<file path="src/hdl/keyed_sorted_timer_table_defines.svh">
// Assertion macros shared by the timer table RTL.
`ifndef KEYED_SORTED_TIMER_TABLE_DEFINES_SVH
`define KEYED_SORTED_TIMER_TABLE_DEFINES_SVH
`ifndef SYNTHESIS
// Same-cycle implication, sampled on clk, off while rst_n is low.
`define KST_ASSERT_IMPL(label, ante, cons) \
    label: assert property (@(posedge clk) disable iff (!rst_n) (ante) |-> (cons)) \
        else $error("keyed_sorted_timer_table: assertion failed");
// Next-cycle implication, sampled on clk, off while rst_n is low.
`define KST_ASSERT_NEXT(label, ante, cons) \
    label: assert property (@(posedge clk) disable iff (!rst_n) (ante) |=> (cons)) \
        else $error("keyed_sorted_timer_table: assertion failed");
`else
`define KST_ASSERT_IMPL(label, ante, cons)
`define KST_ASSERT_NEXT(label, ante, cons)
`endif
`endif

</file>
<file path="src/hdl/ksttbl_pkg.sv">
// Shared types, codes and constants of the sorted timer table.
package ksttbl_pkg;

    localparam int DEF_TABLE_DEPTH = 16;
    localparam int DEF_KEY_BITS    = 32;
    localparam int MAX_RESULTS     = 16;
    localparam logic [15:0] RETRY_INTERVAL = 16'd3;

    localparam logic [1:0] KIND_START = 2'd0;
    localparam logic [1:0] KIND_READ  = 2'd1;
    localparam logic [1:0] KIND_CLEAR = 2'd2;
    localparam logic [1:0] KIND_TICK  = 2'd3;

    localparam logic [1:0] ST_OK       = 2'd0;
    localparam logic [1:0] ST_DUP      = 2'd1;
    localparam logic [1:0] ST_NOTFOUND = 2'd2;
    localparam logic [1:0] ST_FULL     = 2'd3;

    localparam logic RK_REPLY  = 1'b0;
    localparam logic RK_NOTICE = 1'b1;

    localparam logic REG_MIN_GAP = 1'b0;

    typedef enum logic [1:0] {
        OP_HOLD,
        OP_INSERT,
        OP_REMOVE
    } cell_op_t;

    typedef struct packed {
        logic [31:0] deadline;
        logic [15:0] interval;
        logic [31:0] tag;
        logic        is_local;
    } entry_t;

    typedef struct packed {
        cell_op_t op;
        entry_t   ent;
    } cell_cmd_t;

    typedef enum logic [2:0] {
        S_IDLE,
        S_LOOK,
        S_EXEC,
        S_GAP,
        S_HEAD,
        S_ARM,
        S_NOTE,
        S_FIN
    } state_t;

endpackage

</file>
<file path="src/hdl/ksttbl_cell.sv">
// One slot of the sorted timer chain: holds an entry, shifts to or from its neighbors.
module ksttbl_cell #(
    parameter int KEY_BITS = ksttbl_pkg::DEF_KEY_BITS,
    parameter int IDXW     = 4,
    parameter int INDEX    = 0
) (
    input  logic                   clk,
    input  logic                   rst_n,
    input  ksttbl_pkg::cell_cmd_t  cmd,
    input  logic [KEY_BITS-1:0]    cmd_key,
    input  logic [IDXW-1:0]        rm_pos,
    input  logic                   left_valid,
    input  logic                   left_le,
    input  logic [KEY_BITS-1:0]    left_key,
    input  ksttbl_pkg::entry_t     left_ent,
    input  logic                   right_valid,
    input  logic [KEY_BITS-1:0]    right_key,
    input  ksttbl_pkg::entry_t     right_ent,
    output logic                   valid,
    output logic                   le,
    output logic                   match,
    output logic [KEY_BITS-1:0]    key,
    output ksttbl_pkg::entry_t     ent
);
    import ksttbl_pkg::*;

    localparam logic [IDXW-1:0] MY_INDEX = IDXW'(INDEX);

    logic                valid_reg;
    logic                valid_next;
    logic [KEY_BITS-1:0] key_reg;
    logic [KEY_BITS-1:0] key_next;
    entry_t              ent_reg;
    entry_t              ent_next;

    // Compare own entry against the broadcast request
    assign le    = valid_reg && (ent_reg.deadline <= cmd.ent.deadline);
    assign match = valid_reg && (key_reg == cmd_key);
    assign valid = valid_reg;
    assign key   = key_reg;
    assign ent   = ent_reg;

    // Pick next content: hold, take new entry, or shift from a neighbor
    always_comb
    begin
        valid_next = valid_reg;
        key_next   = key_reg;
        ent_next   = ent_reg;
        case (cmd.op)
            OP_INSERT:
            begin
                if (!le)
                begin
                    if (left_le)
                    begin
                        valid_next = 1'b1;
                        key_next   = cmd_key;
                        ent_next   = cmd.ent;
                    end
                    else
                    begin
                        valid_next = left_valid;
                        key_next   = left_key;
                        ent_next   = left_ent;
                    end
                end
            end
            OP_REMOVE:
            begin
                if (MY_INDEX >= rm_pos)
                begin
                    valid_next = right_valid;
                    key_next   = right_key;
                    ent_next   = right_ent;
                end
            end
            default:
            begin
                valid_next = valid_reg;
            end
        endcase
    end

    always_ff @(posedge clk or negedge rst_n)
    begin
        if (!rst_n)
            valid_reg <= 1'b0;
        else
            valid_reg <= valid_next;
    end

    always_ff @(posedge clk)
    begin
        key_reg <= key_next;
        ent_reg <= ent_next;
    end

endmodule

</file>
<file path="config.mk">
export PLATFORM = sky130hd
export DESIGN_NAME = ksttbl_cell
export DESIGN_NICKNAME = d
export VERILOG_FILES = /design/src/hdl/keyed_sorted_timer_table_defines.svh /design/src/hdl/ksttbl_pkg.sv /design/src/hdl/ksttbl_cell.sv
export SDC_FILE = /design/constraint.sdc
export NUM_CORES = 1
export LEC_CHECK = 0
export BUFFER_PORTS_ARGS = -buffer_cell sky130_fd_sc_hd__buf_2
export CORE_AREA = 2 2 179 181
export CTS_CLUSTER_DIAMETER = 40
export DETAILED_ROUTE_END_ITERATION = 8
export DIE_AREA = 0 0 181 183
export MAX_ROUTING_LAYER = met4
export PLACE_DENSITY_LB_ADDON = 0.1
export SYNTH_ARGS = -nofsm -noshare
export SYNTH_HDL_FRONTEND = slang
export SYNTH_SLANG_ARGS = --single-unit
</file>
<file path="constraint.sdc">
create_clock -name clk -period 10.85 [get_ports clk]
set_clock_uncertainty 0.05 [all_clocks]
set_input_delay 2.17 -clock clk [delete_from_list [all_inputs] [get_ports clk]]
set_output_delay 2.17 -clock clk [all_outputs]
set_load 0.02 [all_outputs]
</file>
# == Word level (Yosys, flattened, before mapping) ==
# Cells that the tools add are included.
# totals
rom_bits,0
ramBits,0
mem_count,0
output_inout_bits,116
latchBits,0
inputBits,350
register_bits,114
word_cells,29
# classes
n_mux,12
order_cmp,2
n_mul,0
n_bitwise,0
eq_ne,5
reduce_logical,4
n_shift,0
n_div,0
n_addsub,0
# ops
cell,n
81-bit 2-to-1 mux,3
81-bit one-hot mux with 2 select lines,1
32-bit 2-to-1 mux,3
32-bit one-hot mux with 2 select lines,1
32-bit equality test,1
32-bit <= comparator,1
1-bit by 4-bit >= comparator with 1-bit output (first input constant),1
2-bit != test (second input constant),2
1-bit 2-to-1 mux,3
3-bit AND reduction,1
2-bit by 1-bit equality test with 1-bit output (second input constant),1
2-bit equality test (second input constant),1
1-bit logical AND,2
1-bit one-hot mux with 2 select lines,1
2-bit nonzero test,1

# == Depth between registers and ports, before layout ==
# Gate-level depths: netlist (run 1).
# depth
ltp_word,4
ltp_mapped,7
mapped_depth_nobuf,7

# == Least setup slack after synthesis (run 1) ==
# No wires, ideal clock.
# synth_timing
kind,input-to-reg
from,in cmd[63] (netlist bit)
to,reg ent_reg (netlist bit ent[0]) (enable)
setup_ns,0.481
slack_ns,4.293
path_stages,7
arrival_time_ns,6.026
n_path_buf,0
t_required_ns,10.319
path_cell_list,inv_1 -> ha_1 -> nand4_1 -> or2_2 -> a211o_1 -> a31oi_1 -> o21a_1
# synth_between
elab_chain_cells,4
# synth_lines
item,line_no,source
start: declaration,ksttbl_cell.sv:9,"input ksttbl_pkg::cell_cmd_t cmd,"
32-bit <= comparator,ksttbl_cell.sv:37,assign le = valid_reg && (ent_reg.deadline <= cmd.ent.deadline);
1-bit logical AND,ksttbl_cell.sv:37,
2-bit != test (no source line),--,
3-bit AND reduction (no source line),--,
end signal: assignment,ksttbl_cell.sv:95,ent_reg <= ent_next;
end: declaration,ksttbl_cell.sv:33,entry_t ent_reg;
# No other way between the ends.
# A chain may end at the register's enable or synchronous reset.

# == Worst setup path after layout (run 1) ==
# layout_timing
from,in cmd[78] (netlist bit)
to,out le
# layout_between
elab_chain_cells,2
# layout_lines
item,line_no,source
32-bit <= comparator,ksttbl_cell.sv:37,
1-bit logical AND,ksttbl_cell.sv:37,
end: declaration,ksttbl_cell.sv:20,"output logic le,"
# No other way between the ends.

==> summary.md, run 1 <==
| Metric | Value |
|---|---|
| P per Cell Area | 136.7 nW/um^2 |
| Routed Wire Length | 26,090 um |
| Hold crit path type | reg2reg |
| Yosys top cell area share | 0.4879 |
| RSZ-0062 raised after global routing | false |
| Ports | 466 |
| Worst hold margin | 0.7155 ns |
| Leak | 4.801 nW |
| Reg-to-reg slack, setup | 6.96 ns |
| Least-Margin Pin Slew | 0.9349 ns |
| Initial DRC Count | 226 |
| Top post-synthesis cells by area | edfxtp_1 (49%), mux2i_1 (16%), o21ai_0 (8.5%), nand2_1 (6.7%), ha_1 (5.8%) |
| Final min period | 6.428 ns |
| CP max FO | 5 |
| Mapped Cells | 668 |
| Fraction of the mapped netlist area in adder cells | 0.05756 |
| Status | finished, final reports clean |
| Clock sink count | 114 |
| Placed Area | 9693 sq um |
| All-layer global routing usage | 0.1579 |
| Syn Area/Cell | 10.41 sq um |
| Kind of critical path | in2out |
| CP startpoint kind | primary input |
| Main synth FF type | edfxtp_1 |
| Layout area overhead | 48.46% |
| Root buffer cell | clkbuf_16 |
| Register area share after synthesis | 0.4915 |
| Post-synthesis compound-gate area fraction | 0.1085 |
| IO Port Bufs | 465 |
| Die Width | 181 um |
| Num CTS Buffers | 17 |
| Drt pass-1 iters | 4 |
| Die Area | 33,120 sq um |
| Vias in the first global route | between 6,000 and 7,000 |
| Largest family of logic cells by synthesized area | multiplexers |
| CP arrival | 4.21 ns |
| Synth Net Count | 1,050 |
| Post-detail-place hpwl | approximately 21,000 um |
| Vias post-DR | around 6,400 |
| DRT antenna net count | 0 |
| Largest net degree at the start of global routing | 101 |
| Post-detailed-route DRC marker count | 0 |
| Tcrit/Tclk final | 0.5925 |
| GP Congestion | 0.8149 |
| Final Hold Viols | 0 |
| Final Util | 0.3306 |
| CTS HTree Levels | 4 |
| Hold-fix buffers, CTS | 0 |
| Final Total Pwr | 1.411 mW |
| DR vias/cell | between 4 and 5 |
| WL per Instance | ~17 um |
| Die height | 183 um |
| Rel. slew slack | 0.3767 |
| Site Rows | 65 |
| Fraction of layout cells with a size suffix above 1 | 0.4439 |
| Core ar. | 31,230 sq um |
| YS warnings | 0 |
| Initial Utilization | 0.2227 |
| Final nets | 1,500 |
| Fmax | 155.6 MHz |
| Yosys top cell by area | edfxtp_1 |
| CTS Buffer Depth | 2 |
| Most common cell after layout, fill and taps aside | buf_2 |
| Seq cells post-synth | 114 |
| Clk Latency, worst-skew pair | 0.41 ns |
| Initial antenna violation count | 4 |
| Global-route wire length before repair | ~38,000 um |
| Peak supply drop | 0.00008918 V |
| Post-route cell area | between 10,000 and 15,000 sq um |
| Ys async rst share | 0.008772 |
| Post-synthesis mux area share | 0.1626 |
| GR Overflow Total | 0 |
| Post-CTS Setup Inserts | 0 |
| EDFF count, synth | 113 |
| CTS resizes | 0 |
| Final Max Slew Viols | 0 |
| Max_cap viols | 0 |
| Final setup violation count | 0 |
| Worst setup EP type | output port |
| Setup TNS | 0 ns |
| Critical Path RT | 8.63 ns |
| Post-Synth XOR/XNOR Area | 0.04030 |
| Commonest cells after routing, fill and taps aside | buf_2 (464), nand2_1 (124), o21ai_0 (118) |
| Mapped Area | 6955 sq um |
| CTS tree | done |
| Clock-pin slew of the registers on the worst-case setup and hold paths | 0.06 ns |
| Synth Area in Simple Gates | 0.1011 |
| Max reg flops | slightly above 80 |
| Yosys cell types | 32 |
[worst max-delay path, stage by stage]
cell     delay [ns]
buf_2          0.09
inv_1          0.04
ha_1           0.30
nand4_2        0.16
or4_1          0.63
or4_4          0.46
o22ai_1        0.16
buf_2          0.20
[path summary, 6_finish.rpt]
kind | from | to | depth (start not counted)
setup / recovery | cmd[78] | le | 8
hold / removal | valid | valid | 2
setup reg to reg | ent[60] | key[18] | 7
hold reg to reg | valid | valid | 2
max in group asynchronous | rst_n | valid | 1
min in group asynchronous | rst_n | valid | 1
[power breakdown]
part / switching, mW / total (mW) / internal (mW)
clock network: 0.205 / 0.608 / 0.403
logic: 0.151 / 0.267 / 0.115
registers: 0.0121 / 0.537 / 0.524
[metal layers]
metal | vias to the layer above | routed length (um) | global-route usage
met4 | 0 | 478 | 0.05496
met5 | - | 0 | -
met1 | 2856 | 10630 | 0.1815
met2 | 236 | 13410 | 0.2697
li1 | 3332 | - | -
met3 | 23 | 1571 | 0.03872
[Yosys cell counts (3+ instances only)]
master / instances
nor2_1: 3
nand2_1: 124
mux2i_1: 113
o211ai_1: 3
nor4_1: 6
edfxtp_1: 113
buf_1: 7
o21ai_0: 118
xnor2_1: 28
nand3_1: 4
xor2_1: 4
clkbuf_1: 30
ha_1: 32
a21oi_1: 13
o21a_1: 3
inv_1: 33
nand4_1: 15
[metrics by stage]
step                instances  worst slack, ns
floorplan                 668            4.293
global placement         1501            4.423
detailed placement       1501            4.403
CTS                      1533            4.398
finish                   1537            4.422
global route             1537            4.303
[kinds of logic (layout without fill, tap and decap cells)]
| group | after synthesis | after routing |
|---|---|---|
| AND/OR/NAND/NOR | 162 | 162 |
| AO/OA/AOI/OAI | 144 | 144 |
| flip-flops | 114 | 114 |
| multiplexers | 113 | 113 |
| buffers and inverters | 71 | 534 |
| adder cells (fa/ha/maj) | 32 | 32 |
| XOR/XNOR | 32 | 32 |
| other | 0 | 4 |
[layout make-up]
cell class                      instances  area [sq um]
Timing Repair Buffer                  469          2364
Clock buffer                           19         432.9
Fill cell                            3315         20900
Antenna cell                            4         10.01
Clock inverter                         13         190.2
Inverter                               33         123.9
Tap cell                              402         503.0
Sequential cell                       114          3418
Multi-Input combinational cell        483          3284
Power figures use the tool's default switching activity.
==> run 2, diff against run 1 <==
Settings changed: CORE_AREA 2 2 179 181 to 2 2 180 182, DIE_AREA 0 0 181 183 to 0 0 182 184.
Clock period 10.85 ns to 6 ns, I/O delays scaled along.
==> run 2 against run 1 <==
  * Critical endpoint unchanged
  * Critical path depth unchanged
  * First-iteration DRC count increased by 2.2%
  * Sequential share of layout area about the same
  * Highest routed layer unchanged
==> summary.md, run 2 (same netlist as run 1, synthesis figures left out) <==
| Metric | Value |
|---|---|
| Final Hold Viols | 0 (unchanged) |
| P per Cell Area | 243.3 nW/um^2 (+78%) |
| Least-Margin Pin Slew | 1.295 ns (+0.3599 ns) |
| IO Port Bufs | 465 (unchanged) |
| CTS Buffer Depth | 2 (unchanged) |
| Critical Path RT | 4.75 ns (-3.88 ns) |
| DRT antenna net count | 0 (unchanged) |
| Worst r2r src | ent[76] |
| Final Util | 0.3294 (-0.001235) |
| Register Area | 3418 sq um (unchanged) |
| Reg-to-reg slack, setup | 2.52 ns (-4.44 ns) |
| Final nets | 1,501 (+0.067%) |
| Core ar. | 31,390 sq um (+0.52%) |
| Max reg flops | 81 (unchanged) |
| End of the critical path | le |
| Clock-pin slew of the registers on the worst-case setup and hold paths | 0.06 ns (about the same) |
| Worst path depth | 8 (unchanged) |
| Worst setup EP type | output port |
| Setup crit start | cmd[76] |
| Most Used Layer, Global Route | met2 |
| Final Instance Count excl. Fillers | 1,540 (+0.20%) |
| Layout area overhead | 48.68% |
| Clock sink count | 114 (unchanged) |
| Final Max Slew Viols | 0 (unchanged) |
| Fmax | around 220 MHz |
| Most frequent CP cell | buf_2 |
| Die Area | 33,490 sq um (+1.1%) |
| Status | finished, final reports clean |
| Ports | 466 (unchanged) |
| Leak | 4.791 nW (-0.21%) |
| Clk Latency, worst-skew pair | 0.41 ns (about the same) |
| GR Util met1 | 0.1769 (-0.004626) |
| CP arrival | 3.27 ns (-0.94 ns) |
| Crit-path cells | buf_2, inv_1, ha_1, nand4_1, or4_1, or4_4, o22ai_1, buf_2 |
| CP max FO | 4 (-1) |
| Worst path bufs/invs | 3 (unchanged) |
| Num CTS Buffers | 17 (unchanged) |
| Hold crit path type | in2async |
| Initial Utilization | 0.2216 (-0.001154) |
| Root buffer cell | clkbuf_16 |
| Max incr delay on CP | 0.63 ns (about the same) |
| Vias in the first global route | 6,696 (+1.6%) |
| All-layer global routing usage | 0.1563 (-0.001606) |
| Max_cap viols | 0 (unchanged) |
| Peak supply drop | 0.0001394 V (+56%) |
| Post-detailed-route DRC marker count | 0 (unchanged) |
| Final Total Pwr | 2.516 mW (+78%) |
| CTS tree | done |
| Post-detail-place hpwl | 21,020 um (+1.5%) |
| Final setup violation count | 0 (unchanged) |
| Global-route wire length before repair | 38,180 um (about the same) |
| Tcrit/Tclk final | 0.7537 |
| CTS resizes | 0 (unchanged) |
| Setup TNS | 0 ns (unchanged) |
| Final min period | 4.522 ns |
| Vias post-DR | 6,604 (+2.4%) |
| FILL cells | 3,369 (+1.6%) |
| Rel. slew slack | 0.1368 (-0.2399) |
| Most common cell after layout, fill and taps aside | buf_2 |
| GR Util met3 | 0.03922 (+0.0005022) |
| Slowest-stage cell, CP | or4_1 |
| Hold-fix buffers, CTS | 0 (unchanged) |
| Initial antenna violation count | 7 (+3) |
| Largest net degree at the start of global routing | 229 (+130%) |
| GP Congestion | 0.7913 (-2.9%) |
| R2R cell count | 6 (-1) |
| Fraction of layout cells with a size suffix above 1 | 0.4439 (unchanged) |
| DP Cell Count | 1,502 (+0.067%) |
| DR vias/cell | 4.288 (+2.2%) |
| Reg-to-reg endpoint | ent[65] |
| CTS HTree Levels | 4 (unchanged) |
| Top cell family by delay on the critical path | simple AND/OR/NAND/NOR gates |
| Routed Wire Length | 26,370 um (+1.1%) |
| Site Rows | 65 (unchanged) |
| Die Width | 182 um (+0.55%) |
| CP startpoint kind | primary input |
| WL per Instance | 17.12 um (+0.89%) |
| Post-CTS Setup Inserts | 0 (unchanged) |
| Worst hold margin | 0.5092 ns (-0.2063 ns) |
| Initial DRC Count | 231 (+2.2%) |
| Met2 global-route usage | 0.2718 (+0.002063) |
| Die height | 184 um (+0.55%) |
| Kind of critical path | in2out |
| GR Overflow Total | 0 (unchanged) |
| RSZ-0062 raised after global routing | false |
| Drt pass-1 iters | 4 (unchanged) |
| Multi-input gate area | 3284 sq um (unchanged) |
| Commonest cells after routing, fill and taps aside | buf_2 (464), nand2_1 (124), o21ai_0 (118) |
-- run 2: layout make-up --
cell class | instances | share of cell area
Antenna cell | 7 | 0.001694
Clock buffer | 19 | 0.04186
Clock inverter | 12 | 0.01597
Inverter | 33 | 0.01198
Multi-Input combinational cell | 483 | 0.3176
Sequential cell | 114 | 0.3305
Tap cell | 402 | 0.04864
Timing Repair Buffer | 470 | 0.2317
-- run 2: worst min path at each step --
stage | from | endpoint | slack (ns) | depth (start not counted)
after floorplan | valid | valid | 0.69 | 2
after detailed placement | valid | valid | 0.73 | 2
after global routing | rst_n | valid | 0.48 | 1
final | rst_n | valid | 0.51 | 1
after CTS | rst_n | valid | 0.48 | 1
after global placement | valid | valid | 0.75 | 2
-- run 2: where the power goes --
group	switching, mW	leakage [nW]	internal (mW)	total, mW
logic	0.275	3.45	0.212	0.486
clock network	0.373	0.284	0.687	1.06
registers	0.0217	1.05	0.948	0.969
total	0.669	4.79	1.85	2.52
-- run 2: per-layer routing --
layer / wire length [um] / vias up
li1: - / 3334
met5: 0 / -
met2: 13510 / 260
met3: 1682 / 25
met1: 10710 / 2985
met4: 467 / 0
-- run 2: stage by stage --
step	setup slack, ns	instance area (sq um)
after floorplan	0.4131	6955
after global placement	1.514	9726
after detailed placement	1.488	9726
after CTS	1.481	10320
after global routing	1.344	10340
final	1.478	10340
==> run 3, diff against run 2 <==
Clock period 6 ns to 4.2 ns, I/O delays scaled along.
==> run 3 against run 2 <==
  * Clock power up 38%
  * Register-to-register slack got worse by 1.6 ns
  * First-iteration DRC count is 18% higher
  * Sequential power rose by 43%
  * Count of clock-buffer cells in the layout up 1
==> summary.md, run 3 (same netlist as run 1, synthesis figures left out) <==
| Metric | Value |
|---|---|
| Status | finished, final reports clean |
| Commonest cells after routing, fill and taps aside | buf_2 (464), nand2_1 (124), o21ai_0 (118) |
| Initial Utilization | 0.2216 (unchanged) |
| Final Total Pwr | 3.543 mW (+41%) |
| R2R cell count | 7 (+1) |
| Site Rows | 65 (unchanged) |
| Initial DRC Count | 273 (+18%) |
| Die Area | 33,490 sq um (unchanged) |
| Post-detail-place hpwl | 20,920 um (-0.44%) |
| All-layer global routing usage | 0.1554 (-0.0008836) |
| Worst setup EP type | output port |
| Least-Margin Pin Slew | 0.8893 ns (-0.4054 ns) |
| Leak | 4.786 nW (-0.10%) |
| Final Max Slew Viols | 0 (unchanged) |
| Final min period | 3.798 ns |
| DR vias/cell | 4.224 (-1.5%) |
| Vias post-DR | 6,497 (-1.6%) |
| Clock sink count | 114 (unchanged) |
| Fmax | 263.3 MHz |
| CTS resizes | 0 (unchanged) |
| Die Width | 182 um (unchanged) |
| Routed Wire Length | 26,710 um (+1.3%) |
| Kind of critical path | in2out |
| GR Overflow Total | 0 (unchanged) |
| Critical Path RT | 3.31 ns (-1.44 ns) |
| Clk Latency, worst-skew pair | 0.42 ns (about the same) |
| CTS Buffer Depth | 2 (unchanged) |
| Layout area overhead | 48.44% |
| Core ar. | 31,390 sq um (unchanged) |
| Hold crit path type | in2async |
| CTS HTree Levels | 4 (unchanged) |
| Root buffer cell | clkbuf_16 |
| RSZ-0062 raised after global routing | false |
| Num CTS Buffers | 17 (unchanged) |
| Clock-pin slew of the registers on the worst-case setup and hold paths | 0.06 ns (about the same) |
| Post-detailed-route DRC marker count | 0 (unchanged) |
| Largest net degree at the start of global routing | 229 (unchanged) |
| Fraction of layout cells with a size suffix above 1 | 0.4435 (about the same) |
| Final setup violation count | 0 (unchanged) |
| CP max FO | 4 (unchanged) |
| Hold-fix buffers, CTS | 0 (unchanged) |
| Max reg flops | 81 (unchanged) |
| Rel. slew slack | 0.4071 (+0.2703) |
| Final nets | 1,501 (unchanged) |
| Reg-to-reg slack, setup | 0.93 ns (-1.59 ns) |
| Global-route wire length before repair | 37,490 um (-1.8%) |
| Final Hold Viols | 0 (unchanged) |
| Post-CTS Setup Inserts | 0 (unchanged) |
| Max_cap viols | 0 (unchanged) |
| Ports | 466 (unchanged) |
| WL per Instance | 17.37 um (+1.4%) |
| Setup TNS | 0 ns (unchanged) |
| P per Cell Area | 343.1 nW/um^2 (+41%) |
| CTS tree | done |
| Initial antenna violation count | 3 (-4) |
| Vias in the first global route | 6,393 (-4.5%) |
| IO Port Bufs | 465 (unchanged) |
| Drt pass-1 iters | 4 (unchanged) |
| Most common cell after layout, fill and taps aside | buf_2 |
| CP startpoint kind | primary input |
| Tcrit/Tclk final | 0.9043 |
| DRT antenna net count | 0 (unchanged) |
| Peak supply drop | 0.0002375 V (+70%) |
| CP arrival | 2.91 ns (-0.36 ns) |
| GP Congestion | 0.7817 (-1.2%) |
| Die height | 184 um (unchanged) |
-- run 3: changes by cell type in the layout (fill, tap and decap cells not counted), sizes merged --
cell and change:
bufinv -1, clkbuf +1, clkinv +1, diode -3
-- run 3: report_power, final --
| part | internal (mW) | switching (mW) | leakage, nW | total, mW |
|---|---|---|---|---|
| Combinational | 0.302 | 0.392 | 3.46 | 0.695 |
| Sequential | 1.35 | 0.0327 | 1.05 | 1.39 |
| Clock | 0.923 | 0.538 | 0.275 | 1.46 |
| Total | 2.58 | 0.963 | 4.79 | 3.54 |
-- run 3: metrics by stage --
step | instance area (sq um) | utilization | hold WS [ns] | worst slack (ns) | cells
after CTS | 10310 | 0.3286 | 0.09880 | 0.3918 | 1534
final | 10320 | 0.3289 | 0.1310 | 0.4018 | 1538
after global placement | 9738 | 0.3102 | 0.5651 | 0.4274 | 1502
after global routing | 10320 | 0.3288 | 0.1019 | 0.2738 | 1537
after floorplan | 6957 | - | 0.4944 | 0.1258 | 668
after detailed placement | 9738 | 0.3102 | 0.5662 | 0.4033 | 1502
-- run 3: worst paths after layout --
kind / start / to
setup reg to reg: ent[76] / ent[51]
setup / recovery: cmd[76] / le
max in group asynchronous: rst_n / valid
hold reg to reg: valid / valid
hold / removal: rst_n / valid
min in group clk: right_key[30] / key[30]
-- run 3: worst max-delay path: stages --
cell	delay (ns)
buf_2	0.09
inv_1	0.04
ha_1	0.31
nand4_1	0.18
or4_1	0.62
or4_4	0.46
o22ai_1	0.16
buf_2	0.20
-- run 3: final cells by class --
cell class,instances,area (sq um)
clock inverter,12,140.1
sequential,114,3418
antenna,4,10.01
fill,3346,21070
timing repair buffer,470,2409
inverter,33,123.9
clock buffer,20,436.7
tap,402,503.0
multi-input combinational,483,3284
-- run 3: per-layer routing --
layer,track usage,vias to the layer above,share of wire
met5,-,-,0
met3,0.03506,16,0.058
li1,-,3330,-
met1,0.1790,2918,0.41
met2,0.2685,233,0.52
met4,0.05065,0,0.012
